## config.mk

```make
export PLATFORM = sky130hd
export DESIGN_NAME = caesar_vigenere_byte_cipher_flat
export DESIGN_NICKNAME = d
export VERILOG_FILES = /design/src/hdl/cvbc_pkg.sv /design/src/hdl/cvbc_if.sv /design/src/hdl/cvbc_cfg_regs.sv /design/src/hdl/cvbc_cipher_stage.sv /design/src/hdl/caesar_vigenere_byte_cipher.sv /design/src/flat_wrapper.sv
export SDC_FILE = /design/constraint.sdc
export NUM_CORES = 1
export LEC_CHECK = 0
export ABC_AREA = 0
export BUFFER_PORTS_ARGS = -buffer_cell sky130_fd_sc_hd__buf_2
export CAP_MARGIN = 20
export CELL_PAD_IN_SITES_DETAIL_PLACEMENT = 2
export CELL_PAD_IN_SITES_GLOBAL_PLACEMENT = 2
export CORE_MARGIN = 2
export CORE_UTILIZATION = 45
export CTS_BUF_LIST = sky130_fd_sc_hd__clkbuf_4 sky130_fd_sc_hd__clkbuf_8
export DETAILED_ROUTE_END_ITERATION = 8
export GPL_TIMING_DRIVEN = 0
export PLACE_DENSITY_LB_ADDON = 0.1
export SKIP_LAST_GASP = 1
export SYNTH_ARGS = -nofsm -noshare
export SYNTH_HDL_FRONTEND = slang
export SYNTH_SLANG_ARGS = --single-unit
export TNS_END_PERCENT = 100
```

## constraint.sdc

```tcl
create_clock -name clk_i -period 25.4 [get_ports clk_i]
set_input_delay 3.81 -clock clk_i [delete_from_list [all_inputs] [get_ports clk_i]]
set_output_delay 3.81 -clock clk_i [all_outputs]
set_load 0.03 [all_outputs]
```

## src/hdl/cvbc_pkg.sv

```systemverilog
`timescale 1ns / 1ps
// shared constants, types and register codes for the byte cipher
// no dependencies

package cvbc_pkg;

  localparam int unsigned KeystreamLength = 32;
  localparam int unsigned PosW = (KeystreamLength > 1) ? $clog2(KeystreamLength) : 1;

  localparam int unsigned ByteW   = 8;
  localparam int unsigned KeyW    = 32;
  localparam int unsigned CfgIdxW = 2;

  localparam logic [KeyW-1:0] LcgMul = 32'd214013;
  localparam logic [KeyW-1:0] LcgAdd = 32'd2531011;

  // register indexes
  localparam logic [CfgIdxW-1:0] CfgIdxKey    = 2'd0;
  localparam logic [CfgIdxW-1:0] CfgIdxMethod = 2'd1;

  typedef enum logic {
    MethodCaesar   = 1'b0,
    MethodVigenere = 1'b1
  } method_e;

  typedef struct packed {
    logic [KeyW-1:0] key;
    method_e         method;
  } cfg_t;

  typedef struct packed {
    logic [ByteW-1:0] data_byte;
    logic             encrypt;
    logic             last;
  } item_t;

  typedef struct packed {
    logic [ByteW-1:0] result_byte;
    logic             result_last;
  } result_t;

endpackage

```

## src/hdl/cvbc_if.sv

```systemverilog
`timescale 1ns / 1ps
// handshake channel interfaces: input items, result items, register writes
// depends on cvbc_pkg

interface cvbc_item_if;
  import cvbc_pkg::*;
  logic             valid;
  logic             ready;
  logic [ByteW-1:0] data_byte;
  logic             encrypt;
  logic             last;
  modport source (output valid, data_byte, encrypt, last, input ready);
  modport sink   (input valid, data_byte, encrypt, last, output ready);
endinterface

interface cvbc_result_if;
  import cvbc_pkg::*;
  logic             valid;
  logic             ready;
  logic [ByteW-1:0] result_byte;
  logic             result_last;
  modport source (output valid, result_byte, result_last, input ready);
  modport sink   (input valid, result_byte, result_last, output ready);
endinterface

interface cvbc_cfg_if;
  import cvbc_pkg::*;
  logic               valid;
  logic               ready;
  logic [CfgIdxW-1:0] index;
  logic [KeyW-1:0]    data;
  modport source (output valid, index, data, input ready);
  modport sink   (input valid, index, data, output ready);
endinterface

```

## src/hdl/cvbc_cfg_regs.sv

```systemverilog
`timescale 1ns / 1ps
// key and method registers behind the write channel
// depends on cvbc_pkg and cvbc_cfg_if

module cvbc_cfg_regs (
  input  logic           clk_i,
  input  logic           rst_ni,
  cvbc_cfg_if.sink       cfg_i,
  output cvbc_pkg::cfg_t cfg_o
);
  import cvbc_pkg::*;

  logic [KeyW-1:0] key_q, key_d;
  method_e         method_q, method_d;

  assign cfg_i.ready = 1'b1;

  always_comb begin
    key_d    = key_q;
    method_d = method_q;
    if (cfg_i.valid) begin
      case (cfg_i.index)
        CfgIdxKey:    key_d    = cfg_i.data;
        CfgIdxMethod: method_d = method_e'(cfg_i.data[0]);
        default: ;  // unknown index, write dropped
      endcase
    end
  end

  always_ff @(posedge clk_i or negedge rst_ni) begin
    if (!rst_ni) begin
      key_q    <= '0;
      method_q <= MethodCaesar;
    end else begin
      key_q    <= key_d;
      method_q <= method_d;
    end
  end

  assign cfg_o.key    = key_q;
  assign cfg_o.method = method_q;

endmodule

```

## src/hdl/cvbc_cipher_stage.sv

```systemverilog
`timescale 1ns / 1ps
// keystream state (lcg value, position, terminator flag) and the byte transform
// depends on cvbc_pkg

module cvbc_cipher_stage (
  input  logic              clk_i,
  input  logic              rst_ni,
  input  logic              go_i,
  input  cvbc_pkg::item_t   item_i,
  input  cvbc_pkg::cfg_t    cfg_i,
  output cvbc_pkg::result_t result_o
);
  import cvbc_pkg::*;

  logic [KeyW-1:0]  seed_q, seed_d;
  logic [PosW-1:0]  pos_q, pos_d;
  logic             term_q, term_d;
  logic             term_now;
  logic [KeyW-1:0]  base, lcg_next;
  logic [ByteW-1:0] k;

  assign term_now = term_q || (item_i.data_byte == '0);
  // position zero restarts the keystream from the key
  assign base     = (pos_q == '0) ? cfg_i.key : seed_q;
  assign lcg_next = base * LcgMul + LcgAdd;

  always_comb begin
    k = (cfg_i.method == MethodCaesar) ? cfg_i.key[ByteW-1:0] : lcg_next[23:16];
    result_o.result_last = item_i.last;
    if (term_now) begin
      result_o.result_byte = item_i.data_byte;
    end else if (item_i.encrypt) begin
      result_o.result_byte = item_i.data_byte + k;
    end else begin
      result_o.result_byte = item_i.data_byte - k;
    end
  end

  always_comb begin
    seed_d = seed_q;
    pos_d  = pos_q;
    term_d = term_q;
    if (go_i) begin
      if (!term_now) begin
        seed_d = lcg_next;
        pos_d  = (pos_q == PosW'(KeystreamLength - 1)) ? '0 : pos_q + 1'b1;
      end
      term_d = term_now;
      if (item_i.last) begin
        term_d = 1'b0;
        pos_d  = '0;
      end
    end
  end

  always_ff @(posedge clk_i or negedge rst_ni) begin
    if (!rst_ni) begin
      seed_q <= '0;
      pos_q  <= '0;
      term_q <= 1'b0;
    end else begin
      seed_q <= seed_d;
      pos_q  <= pos_d;
      term_q <= term_d;
    end
  end

  a_last_restarts: assert property (@(posedge clk_i) disable iff (!rst_ni)
    go_i && item_i.last |=> (pos_q == '0) && !term_q)
    else $error("message end did not restart keystream");

  a_zero_terminates: assert property (@(posedge clk_i) disable iff (!rst_ni)
    go_i && !item_i.last && (item_i.data_byte == '0) |=> term_q)
    else $error("zero byte did not terminate message");

  a_term_freezes: assert property (@(posedge clk_i) disable iff (!rst_ni)
    go_i && term_q && !item_i.last |=> $stable(seed_q) && $stable(pos_q))
    else $error("keystream moved after terminator");

endmodule

```

## src/hdl/caesar_vigenere_byte_cipher.sv

```systemverilog
`timescale 1ns / 1ps
// top level of the byte cipher: input register, cipher stage, result register
// depends on cvbc_pkg, cvbc_if, cvbc_cfg_regs, cvbc_cipher_stage
//
//   channel  dir  payload                         handshake
//   in_i     in   data_byte, encrypt, last        valid/ready
//   out_o    out  result_byte, result_last        valid/ready
//   cfg_i    in   index, data                     valid/ready (ready always high)
//
// one word per cycle sustained while out_o is not stalled; a word passes the input register, then the result register
// the lcg step (32x18 constant multiply and add) sits between input and result registers
// reset clears the key, method, keystream state and both valid flags
// a stalled out_o holds the result word; in_i still takes one word into the input register

module caesar_vigenere_byte_cipher (
  input  logic          clk_i,
  input  logic          rst_ni,
  cvbc_item_if.sink     in_i,
  cvbc_result_if.source out_o,
  cvbc_cfg_if.sink      cfg_i
);
  import cvbc_pkg::*;

  cfg_t    cfg;
  item_t   item_q;
  logic    in_valid_q;
  result_t res, res_q;
  logic    out_valid_q;
  logic    advance;
  logic    in_take;

  cvbc_cfg_regs u_cfg_regs (
    .clk_i  (clk_i),
    .rst_ni (rst_ni),
    .cfg_i  (cfg_i),
    .cfg_o  (cfg)
  );

  assign advance     = in_valid_q && (!out_valid_q || out_o.ready);
  assign in_i.ready  = !in_valid_q || advance;
  assign in_take     = in_i.valid && in_i.ready;

  cvbc_cipher_stage u_cipher_stage (
    .clk_i    (clk_i),
    .rst_ni   (rst_ni),
    .go_i     (advance),
    .item_i   (item_q),
    .cfg_i    (cfg),
    .result_o (res)
  );

  always_ff @(posedge clk_i or negedge rst_ni) begin
    if (!rst_ni) begin
      in_valid_q  <= 1'b0;
      out_valid_q <= 1'b0;
    end else begin
      in_valid_q  <= in_take || (in_valid_q && !advance);
      out_valid_q <= advance || (out_valid_q && !out_o.ready);
    end
  end

  always_ff @(posedge clk_i) begin
    if (in_take) begin
      item_q.data_byte <= in_i.data_byte;
      item_q.encrypt   <= in_i.encrypt;
      item_q.last      <= in_i.last;
    end
    if (advance) begin
      res_q <= res;
    end
  end

  assign out_o.valid       = out_valid_q;
  assign out_o.result_byte = res_q.result_byte;
  assign out_o.result_last = res_q.result_last;

  a_out_from_stage: assert property (@(posedge clk_i) disable iff (!rst_ni)
    $rose(out_valid_q) |-> $past(advance))
    else $error("result word appeared without a processed item");

endmodule
```

## src/flat_wrapper.sv

```systemverilog
// flat-port wrapper written by rule: the top's interface ports become plain ports
module caesar_vigenere_byte_cipher_flat import cvbc_pkg::*;
  (clk_i, rst_ni, in_i_valid, in_i_data_byte, in_i_encrypt, in_i_last, in_i_ready, out_o_valid, out_o_result_byte, out_o_result_last, out_o_ready, cfg_i_valid, cfg_i_index, cfg_i_data, cfg_i_ready);
  cvbc_item_if in_i_i ();
  cvbc_result_if out_o_i ();
  cvbc_cfg_if cfg_i_i ();
  input  logic clk_i;
  input  logic rst_ni;
  input wire logic [$bits(in_i_i.valid)-1:0] in_i_valid;
  input wire logic [$bits(in_i_i.data_byte)-1:0] in_i_data_byte;
  input wire logic [$bits(in_i_i.encrypt)-1:0] in_i_encrypt;
  input wire logic [$bits(in_i_i.last)-1:0] in_i_last;
  output wire logic [$bits(in_i_i.ready)-1:0] in_i_ready;
  output wire logic [$bits(out_o_i.valid)-1:0] out_o_valid;
  output wire logic [$bits(out_o_i.result_byte)-1:0] out_o_result_byte;
  output wire logic [$bits(out_o_i.result_last)-1:0] out_o_result_last;
  input wire logic [$bits(out_o_i.ready)-1:0] out_o_ready;
  input wire logic [$bits(cfg_i_i.valid)-1:0] cfg_i_valid;
  input wire logic [$bits(cfg_i_i.index)-1:0] cfg_i_index;
  input wire logic [$bits(cfg_i_i.data)-1:0] cfg_i_data;
  output wire logic [$bits(cfg_i_i.ready)-1:0] cfg_i_ready;
  assign in_i_i.valid = in_i_valid;
  assign in_i_i.data_byte = in_i_data_byte;
  assign in_i_i.encrypt = in_i_encrypt;
  assign in_i_i.last = in_i_last;
  assign in_i_ready = in_i_i.ready;
  assign out_o_valid = out_o_i.valid;
  assign out_o_result_byte = out_o_i.result_byte;
  assign out_o_result_last = out_o_i.result_last;
  assign out_o_i.ready = out_o_ready;
  assign cfg_i_i.valid = cfg_i_valid;
  assign cfg_i_i.index = cfg_i_index;
  assign cfg_i_i.data = cfg_i_data;
  assign cfg_i_ready = cfg_i_i.ready;
  caesar_vigenere_byte_cipher u_core (.clk_i(clk_i), .rst_ni(rst_ni), .in_i(in_i_i), .out_o(out_o_i), .cfg_i(cfg_i_i));
endmodule
```

==> run summary, run 1 <==
flip-flop and latch area = 0.00200 mm^2
Synth Instances = 888
r2r setup slk = 13000 ps
Root Buffer = clkbuf_8
first-pass GRT wire length = 45.7 mm
most frequent cells in the layout = 191 x inv_1, 114 x ha_1, 110 x fa_1
status = finished clean
largest net degree at the start of global routing = 33
setup TNS = 0 ps
RSZ-0062 raised after global routing = no
post-CTS sizing = 0
r2r startpoint = u_core.u_cipher_stage.pos_q[0]$_DFFE_PN0P_
grt ovf = 0
CP required = 25530 ps
layout cell share with drive strength beyond 1 = 0.127
final setup vio count = 0
most common cell after layout, fill and taps aside = inv_1
Hold Fails Final Rpt = 0
DR WL/cell = 23.5 um
Post-CTS Repair Setup Buffers = 0
Max Root-Sink Buffers = 2
Die X = 146 um
IO Count = 61
Syn-to-layout area delta = 8.88%
most used cell, CP = inv_1
DR pass1 iterations = 4
Critical Path AT = 12540 ps
nets = 1225
Worst-Margin Slew = 1030 ps
Filler cells = 2066
r2r endpoint = u_core.out_o.result_byte[7]$_DFFE_PP_
Die Y = 146 um
core area = 0.0197 mm^2
Setup crit end = u_core.out_o.result_byte[7]$_DFFE_PP_
Simple-Gate Fraction of Synth Area = 0.0777
critical path launch point = u_core.u_cipher_stage.pos_q[0]$_DFFE_PN0P_
Fmax = 80.6 MHz
crit path time final = 12400 ps
EDFF count, synth = 19
hold_buf cts = 0
CTS H-Tree Depth = 3
Multi-input gate area = 0.00631 mm^2
M2 GR Usage = 0.539
total track usage = 0.282
Starting DRT DRC Count = 245
Synth Area in XOR/XNOR = 0.0642
critical path class = flop to flop
Clock Sink Count = 76
Slew HR = 0.311
via count = 6684
Die ar. = 0.0213 mm^2
antenna-violating nets left = 0
Detail Placement HPWL = 24.6 mm
crit share post-route = 0.488
largest family of logic cells by synthesized area = adder cells
Initial Utilization = 0.462
Async SR Flop Fraction = 0.750
Synthesized Nets = 1161
Hold Path Class = flop to flop
initial antenna violation count = 1
worst-path fanout max = 10
gr busiest metal = met2
CTS buffer count = 9
Skew-Pair Late Insertion Delay = 380 ps
Syn Area/Cell = 10.2 um^2
crit end category = flop
max-slew violation count = 0
clock transition at the registers of the reported paths = 90 ps
Worst setup SP type = flop
TritonCTS clock tree = built
Antenna diodes = 0
yosys warns = 0
post-synthesis mux area share = 0.0671
R2R cell count = 40
Slowest-stage cell, CP = mux2i_1
top cells by area, synth = fa_1 24%, dfrtp_1 16%, ha_1 16%
vias in the first global route = 7978
CP peak stage delay = 820 ps
vias per cell = 5.47
share of the synthesized area in the top cell type = 0.242
hold depth = 2
Synth Area in Compound Gates = 0.0855
Max-Cap Viols = 0
synthesized area = 0.00909 mm^2
Synth area leader = fa_1
clock skew = 8.21 ps
sequential share of the synthesized area = 0.220
Netlist cell types = 61
Adder-Cell Fraction of Synth Area = 0.399
GRT met1 Usage = 0.332
met3 Resource Use GR = 0.0400
Port Buffer Count = 51
DRC violations left = 0
final WL = 28.7 mm
flops & latches, synth = 76
Rows = 51
RD Place Congestion = 0.856
Synth Flop Type = dfrtp_1
==> cell usage after synthesis (2+ instances only) <==
| library cell | count |
|---|---|
| or3_1 | 3 |
| o211ai_1 | 6 |
| a221oi_1 | 2 |
| o21bai_1 | 2 |
| nor3b_1 | 2 |
| or2_2 | 2 |
| o31ai_1 | 4 |
| a31oi_1 | 6 |
| a21oi_1 | 21 |
| and3_1 | 7 |
| a22o_1 | 2 |
| nand3_1 | 8 |
| a21o_1 | 16 |
| clkbuf_1 | 13 |
| ha_1 | 114 |
| dfrtp_1 | 57 |
| nor4_1 | 4 |
| nor3_1 | 3 |
| fa_1 | 110 |
| nand2b_1 | 11 |
| nor2b_1 | 4 |
| edfxtp_1 | 19 |
| o21a_1 | 2 |
| nand3b_1 | 4 |
| mux2i_1 | 17 |
| mux2_2 | 39 |
| o21ai_0 | 36 |
| xor2_1 | 28 |
| nand2_1 | 68 |
| a221o_1 | 3 |
| nand4_1 | 2 |
| nor2_1 | 18 |
| a32oi_1 | 2 |
| xnor2_1 | 36 |
| inv_1 | 191 |
==> worst min-delay path by stage <==
stage,slack [ps],startpoint,end
floorplan,440,u_core.u_cipher_stage.seed_q[21]$_DFFE_PN0P_,u_core.u_cipher_stage.seed_q[21]$_DFFE_PN0P_
global placement,460,u_core.u_cipher_stage.seed_q[21]$_DFFE_PN0P_,u_core.u_cipher_stage.seed_q[21]$_DFFE_PN0P_
detailed placement,490,u_core.in_valid_q$_DFF_PN0_,u_core.out_o.valid$_DFF_PN0_
CTS,510,u_core.u_cipher_stage.seed_q[21]$_DFFE_PN0P_,u_core.u_cipher_stage.seed_q[21]$_DFFE_PN0P_
global route,530,u_core.u_cipher_stage.seed_q[21]$_DFFE_PN0P_,u_core.u_cipher_stage.seed_q[21]$_DFFE_PN0P_
finish,500,u_core.u_cipher_stage.seed_q[21]$_DFFE_PN0P_,u_core.u_cipher_stage.seed_q[21]$_DFFE_PN0P_
==> critical path: cells and delay by family (launching register included) <==
kind	cells	cell delay [ps]
fa+ha+maj	10	3840
buf+inv	9	2390
compound gates	9	2210
simple gates	8	1900
mux	2	970
flops	1	440
xor+xnor	2	390
==> cell type report <==
cell class,instances,area share
Timing Repair Buffer,53,0.0283
Tap cell,265,0.0335
Clock buffer,10,0.0133
Sequential cell,76,0.202
Buffer,16,0.00658
Multi-Input combinational cell,605,0.638
Clock inverter,6,0.00645
Inverter,191,0.0725
==> logic make-up (layout without fill, tap and decap cells) <==
kind of cell               count (synthesis)  count (layout)
adders and majority gates                224             224
and+or+nand+nor                          144             144
xor gates and xnor gates                  65              65
AOI/OAI and AO/OA                        115             115
buffers and inverters                    207             276
DFF                                       76              76
other                                      1               1
muxes                                     56              56
==> metrics by stage <==
stage	utilization	hold slack (ps)	std cells	instance area (um^2)	setup WS, ps
2_1_floorplan	-	442	888	9090	15300
3_3_place_gp	0.492	460	1204	9670	13730
5_1_grt	0.503	532	1222	9890	12390
3_5_place_dp	0.493	491	1206	9700	13320
6_report	0.503	502	1222	9890	13000
4_1_cts	0.503	507	1222	9890	13070
==> layer usage <==
layer	wire length [um]	vias to the layer above
met5	13	-
met4	693	2
met3	872	37
met2	15700	113
met1	11500	3532
li1	-	3000
==> registers in the layout (all words and copies together), names as in the netlist <==
register	count
u_core.u_cipher_stage.seed_q	24
u_core.u_cipher_stage.term_q	1
u_core.in_valid_q	1
u_core.out_o.valid	1
u_core.item_q	10
u_core.u_cfg_regs.key_q	24
u_core.u_cfg_regs.method_q	1
u_core.out_o.result_byte	8
u_core.out_o.result_last	1
u_core.u_cipher_stage.pos_q	5
Power of run 1 is left out: the tool's default activity adds up to more than one toggle a clock period on the data nets, which glitch-free logic cannot reach.
==> inputs of run 2 (changes only) <==
--- a/config.mk
+++ b/config.mk
@@ -11,7 +11,7 @@
 export CELL_PAD_IN_SITES_DETAIL_PLACEMENT = 2
 export CELL_PAD_IN_SITES_GLOBAL_PLACEMENT = 2
 export CORE_MARGIN = 2
-export CORE_UTILIZATION = 45
+export CORE_UTILIZATION = 38
 export CTS_BUF_LIST = sky130_fd_sc_hd__clkbuf_4 sky130_fd_sc_hd__clkbuf_8
 export DETAILED_ROUTE_END_ITERATION = 8
 export GPL_TIMING_DRIVEN = 0
==> constraint.sdc (replaced) <==
create_clock -name clk_i -period 11.4 [get_ports clk_i]
set_input_delay 1.71 -clock clk_i [delete_from_list [all_inputs] [get_ports clk_i]]
set_output_delay 1.71 -clock clk_i [all_outputs]
set_load 0.03 [all_outputs]
==> run 2 against run 1 <==
Effect of this change:
- first-iteration DRC count fell by 6.9%
- cell count grew 4.5%
- critical path depth fell by 3
- setup slack got worse by 12000 ps
- non-clock buffer count is 1 higher
- global-route usage decreased by 5.9 points
- design area up 1.3%
- largest cell class unchanged
==> run summary, run 2 (same netlist as run 1, synthesis figures left out) <==
Starting DRT DRC Count = 228
clock skew = 12.9 ps
RD Place Congestion = 0.794
antenna-violating nets left = 0
crit end category = flop
Max-Cap Viols = 0
GRT met1 Usage = 0.289
first-pass GRT wire length = 41.3 mm
critical path class = flop to flop
Die ar. = 0.0252 mm^2
met3 Resource Use GR = 0.0289
nets = 1226
CTS buffer count = 9
Regs by FF count = u_core.u_cfg_regs.key_q: 24 flops, u_core.u_cipher_stage.seed_q: 24 flops, u_core.item_q: 10 flops
Fmax = 92.3 MHz
Max Root-Sink Buffers = 2
status = finished clean
vias per cell = 5.01
dpl cells = 1259
core area = 0.0235 mm^2
via count = 6397
largest net degree at the start of global routing = 36
Port Buffer Count = 51
crit path time final = 10830 ps
DR WL/cell = 20.4 um
Rows = 56
total track usage = 0.223
Skew-Pair Late Insertion Delay = 380 ps
Multi-input gate area = 0.00634 mm^2
DRC violations left = 0
final instance area = 0.0100 mm^2
layout cell share with drive strength beyond 1 = 0.136
Root Buffer = clkbuf_8
Layout Cells excl Fill = 1277
CP required = 11540 ps
Clock Sink Count = 76
most frequent cells in the layout = 191 x inv_1, 114 x ha_1, 110 x fa_1
initial antenna violation count = 0
CP peak stage delay = 650 ps
grt ovf = 0
Detail Placement HPWL = 22.7 mm
DR pass1 iterations = 4
final WL = 26.0 mm
CTS H-Tree Depth = 3
Critical Path AT = 10970 ps
Die Y = 159 um
Initial Utilization = 0.387
IO Count = 61
clock transition at the registers of the reported paths = 90 ps
crit share post-route = 0.950
Filler cells = 2548
dpl cell area = 0.00976 mm^2
most common cell after layout, fill and taps aside = inv_1
vias in the first global route = 7387
worst-path fanout max = 19
final setup vio count = 0
Antenna diodes = 0
gr busiest metal = met2
M2 GR Usage = 0.407
Worst-Margin Slew = 1220 ps
dpl ws = -1230 ps
Worst setup SP type = flop
Hold Fails Final Rpt = 0
TritonCTS clock tree = built
worst setup margin = 568 ps
max-slew violation count = 0
Hold Path Class = flop to flop
flip-flop and latch area = 0.00200 mm^2
Slowest-stage cell, CP = mux2i_1
Slew HR = 0.186
Syn-to-layout area delta = 10.3%
Die X = 159 um
run 2: per-stage QoR:
stage                      util  hold WS, ps  TNS [ps]
after floorplan               -          442         0
after global placement    0.415          460     -1110
after detailed placement  0.416          471     -1630
after CTS                 0.425          494         0
after global routing      0.427          526     -6.90
final                     0.427          486         0
run 2: final timing paths:
path | start | end | slack [ps] | cells after the start
max | u_core.u_cipher_stage.pos_q[0]$_DFFE_PN0P_ | u_core.out_o.result_byte[7]$_DFFE_PP_ | 570 | 37
min reg2reg | u_core.u_cipher_stage.seed_q[19]$_DFFE_PN0P_ | u_core.u_cipher_stage.seed_q[19]$_DFFE_PN0P_ | 490 | 2
min | u_core.u_cipher_stage.seed_q[19]$_DFFE_PN0P_ | u_core.u_cipher_stage.seed_q[19]$_DFFE_PN0P_ | 490 | 2
max in group asynchronous | rst_ni | u_core.u_cipher_stage.seed_q[12]$_DFFE_PN0P_ | 9480 | 2
max reg2reg | u_core.u_cipher_stage.pos_q[0]$_DFFE_PN0P_ | u_core.out_o.result_byte[7]$_DFFE_PP_ | 570 | 37
min in group asynchronous | rst_ni | u_core.u_cfg_regs.key_q[7]$_DFFE_PN0P_ | 1310 | 1
run 2: final cells by class:
class                           instances  area share
Buffer                                 15     0.00674
Clock buffer                           10      0.0131
Clock inverter                          6     0.00637
Inverter                              191      0.0715
Multi-Input combinational cell        605       0.633
Sequential cell                        76       0.199
Tap cell                              319      0.0398
Timing Repair Buffer                   55      0.0301
run 2: timing repair:
action                                  in CTS  in global routing
pin swaps                                    0                  0
endpoints found under the setup margin       3                  1
resized for setup                            4                  8
hold buffers                                 0                  0
buffers inserted                             0                  2
run 2: worst max-delay path, delay by kind of cell, from the launching register on:
kind            cells  cell delay, ps
flops               1             440
simple gates        7            1560
compound gates      9            2160
buf+inv             7            1060
mux                 2             800
xor+xnor            2             400
fa+ha+maj          10            4160
run 2: metal layers:
metal  wire length, um  vias up
li1                  -     3006
met1             11800     3322
met2             13400       57
met3               615       12
met4               168        0
met5                 0        -
Power of run 2 is left out for the same reason.
==> inputs of run 3 (changes only) <==
--- a/config.mk
+++ b/config.mk
@@ -6,14 +6,14 @@
 export NUM_CORES = 1
 export LEC_CHECK = 0
 export ABC_AREA = 0
-export BUFFER_PORTS_ARGS = -buffer_cell sky130_fd_sc_hd__buf_2
 export CAP_MARGIN = 20
 export CELL_PAD_IN_SITES_DETAIL_PLACEMENT = 2
 export CELL_PAD_IN_SITES_GLOBAL_PLACEMENT = 2
 export CORE_MARGIN = 2
-export CORE_UTILIZATION = 38
+export CORE_UTILIZATION = 40
 export CTS_BUF_LIST = sky130_fd_sc_hd__clkbuf_4 sky130_fd_sc_hd__clkbuf_8
 export DETAILED_ROUTE_END_ITERATION = 8
+export DONT_BUFFER_PORTS = 1
 export GPL_TIMING_DRIVEN = 0
 export PLACE_DENSITY_LB_ADDON = 0.1
 export SKIP_LAST_GASP = 1
==> run 3 against run 2 <==
Effect of this change:
- setup slack improved by 1.2 ps
- design area decreased by 3.6%
- cell count decreased by 6.9%
- critical path depth increased by 2
- count of clock-buffer cells in the layout unchanged
- via count decreased by 1.2%
- routed wire length increased by 1.0%
- highest routed layer unchanged
==> run summary, run 3 (same netlist as run 1, synthesis figures left out) <==
status = finished clean
clock transition at the registers of the reported paths = 90 ps
RSZ-0062 raised after global routing = no
Initial Utilization = 0.405
Detail Placement HPWL = 22.8 mm
Rows = 55
dpl cell area = 0.00945 mm^2
RD Place Congestion = 0.829
r2r endpoint = u_core.out_o.result_byte[7]$_DFFE_PP_
Slowest-stage cell, CP = mux2i_1
Fmax = 92.3 MHz
Max Root-Sink Buffers = 2
total track usage = 0.236
Antenna diodes = 0
Slew HR = 0.398
Filler cells = 2433
vias per cell = 5.32
CP required = 11540 ps
crit share post-route = 0.950
R2R cell count = 39
via count = 6320
Layout Cells excl Fill = 1189
Setup crit end = u_core.out_o.result_byte[7]$_DFFE_PP_
dpl cells = 1174
first-pass GRT wire length = 42.4 mm
largest net degree at the start of global routing = 58
Root Buffer = clkbuf_8
Port Buffer Count = 0
final setup vio count = 0
Skew-Pair Late Insertion Delay = 380 ps
final WL = 26.3 mm
IO Count = 61
Regs by FF count = u_core.u_cfg_regs.key_q: 24 flops, u_core.u_cipher_stage.seed_q: 24 flops, u_core.item_q: 10 flops
most common cell after layout, fill and taps aside = inv_1
Hold Fails Final Rpt = 0
DR pass1 iterations = 4
hold_buf cts = 0
Die Y = 155 um
Worst-Margin Slew = 878 ps
critical path class = flop to flop
Die X = 155 um
Die ar. = 0.0239 mm^2
clock skew = 13.2 ps
max-slew violation count = 0
antenna-violating nets left = 0
worst-path fanout max = 19
Starting DRT DRC Count = 158
final core occ = 0.431
final instance area = 0.00967 mm^2
TritonCTS clock tree = built
core area = 0.0224 mm^2
Max-Cap Viols = 0
DRC violations left = 0
r2r startpoint = u_core.u_cipher_stage.pos_q[0]$_DFFE_PN0P_
Hold Path Class = flop to flop
nets = 1172
CTS buffer count = 9
CTS H-Tree Depth = 3
crit path time final = 10830 ps
grt ovf = 0
CP peak stage delay = 780 ps
critical path launch point = u_core.u_cipher_stage.pos_q[0]$_DFFE_PN0P_
most frequent cells in the layout = 191 x inv_1, 114 x ha_1, 110 x fa_1
Critical Path AT = 10970 ps
layout cell share with drive strength beyond 1 = 0.0819
initial antenna violation count = 0
DR WL/cell = 22.1 um
Clock Sink Count = 76
Syn-to-layout area delta = 6.38%
r2r setup slk = 570 ps
Worst setup SP type = flop
vias in the first global route = 7520
crit end category = flop
run 3: cell types whose count changed in the layout (fill, tap and decap cells not counted):
| cell | change |
|---|---|
| buf_12 | -1 |
| buf_2 | -49 |
| buf_4 | -2 |
| buf_6 | -1 |
| clkbuf_4 | -1 |
| clkinvlp_4 | +1 |
| inv_4 | -1 |
| mux2i_1 | +2 |
| mux2i_2 | -1 |
| mux2i_4 | -1 |
run 3: critical path: cells and delay by family (launching register included):
kind	cells	cell delay, ps
adders and majority gates	10	3640
AOI/OAI and AO/OA	9	2200
and+or+nand+nor	8	1670
buffers and inverters	8	1200
muxes	2	1040
DFF	1	440
xor gates and xnor gates	2	390
run 3: metrics by stage:
| stage | hold slack (ps) | setup WS [ps] | setup TNS [ps] |
|---|---|---|---|
| 2_1_floorplan | 442 | 1300 | 0 |
| 3_3_place_gp | 464 | -526 | -526 |
| 3_5_place_dp | 481 | -778 | -778 |
| 4_1_cts | 501 | 194 | 0 |
| 5_1_grt | 542 | 11.0 | 0 |
| 6_report | 499 | 569 | 0 |
run 3: repair_timing:
| action | CTS | global route |
|---|---|---|
| endpoints found under the setup margin | 1 | 1 |
| setup buffers | 0 | 0 |
| gates resized for setup | 2 | 6 |
| endpoints found under the hold margin | 0 | 0 |
run 3: layer usage:
| metal | vias up | part of all wire | GRT usage |
|---|---|---|---|
| met5 | - | 0 | 0 |
| met1 | 3337 | 0.43 | 0.291 |
| met4 | 0 | 0.016 | 0.0503 |
| li1 | 2895 | - | - |
| met2 | 66 | 0.53 | 0.434 |
| met3 | 22 | 0.025 | 0.0373 |
run 3: worst min path at each step:
| stage | startpoint | end | depth (start not counted) |
|---|---|---|---|
| final | u_core.u_cipher_stage.seed_q[21]$_DFFE_PN0P_ | u_core.u_cipher_stage.seed_q[21]$_DFFE_PN0P_ | 2 |
| after global routing | u_core.u_cfg_regs.key_q[10]$_DFFE_PN0P_ | u_core.u_cfg_regs.key_q[10]$_DFFE_PN0P_ | 1 |
| after CTS | u_core.u_cipher_stage.seed_q[0]$_DFFE_PN0P_ | u_core.u_cipher_stage.seed_q[0]$_DFFE_PN0P_ | 2 |
| after detailed placement | u_core.u_cipher_stage.seed_q[0]$_DFFE_PN0P_ | u_core.u_cipher_stage.seed_q[0]$_DFFE_PN0P_ | 2 |
| after global placement | u_core.u_cipher_stage.seed_q[21]$_DFFE_PN0P_ | u_core.u_cipher_stage.seed_q[21]$_DFFE_PN0P_ | 2 |
| after floorplan | u_core.u_cipher_stage.seed_q[21]$_DFFE_PN0P_ | u_core.u_cipher_stage.seed_q[21]$_DFFE_PN0P_ | 2 |
run 3: layout make-up:
type                    instances  area, um^2  area share
inverters                     191         717      0.0742
clock buffers                  10         131      0.0136
clock inverters                 6        65.1     0.00673
repair buffers                  1        5.00    0.000518
multi-input cells             605        6330       0.655
well taps                     285         357      0.0369
plain buffers                  15        65.1     0.00673
flip-flops and latches         76        2000       0.207
Power of run 3 is left out for the same reason.
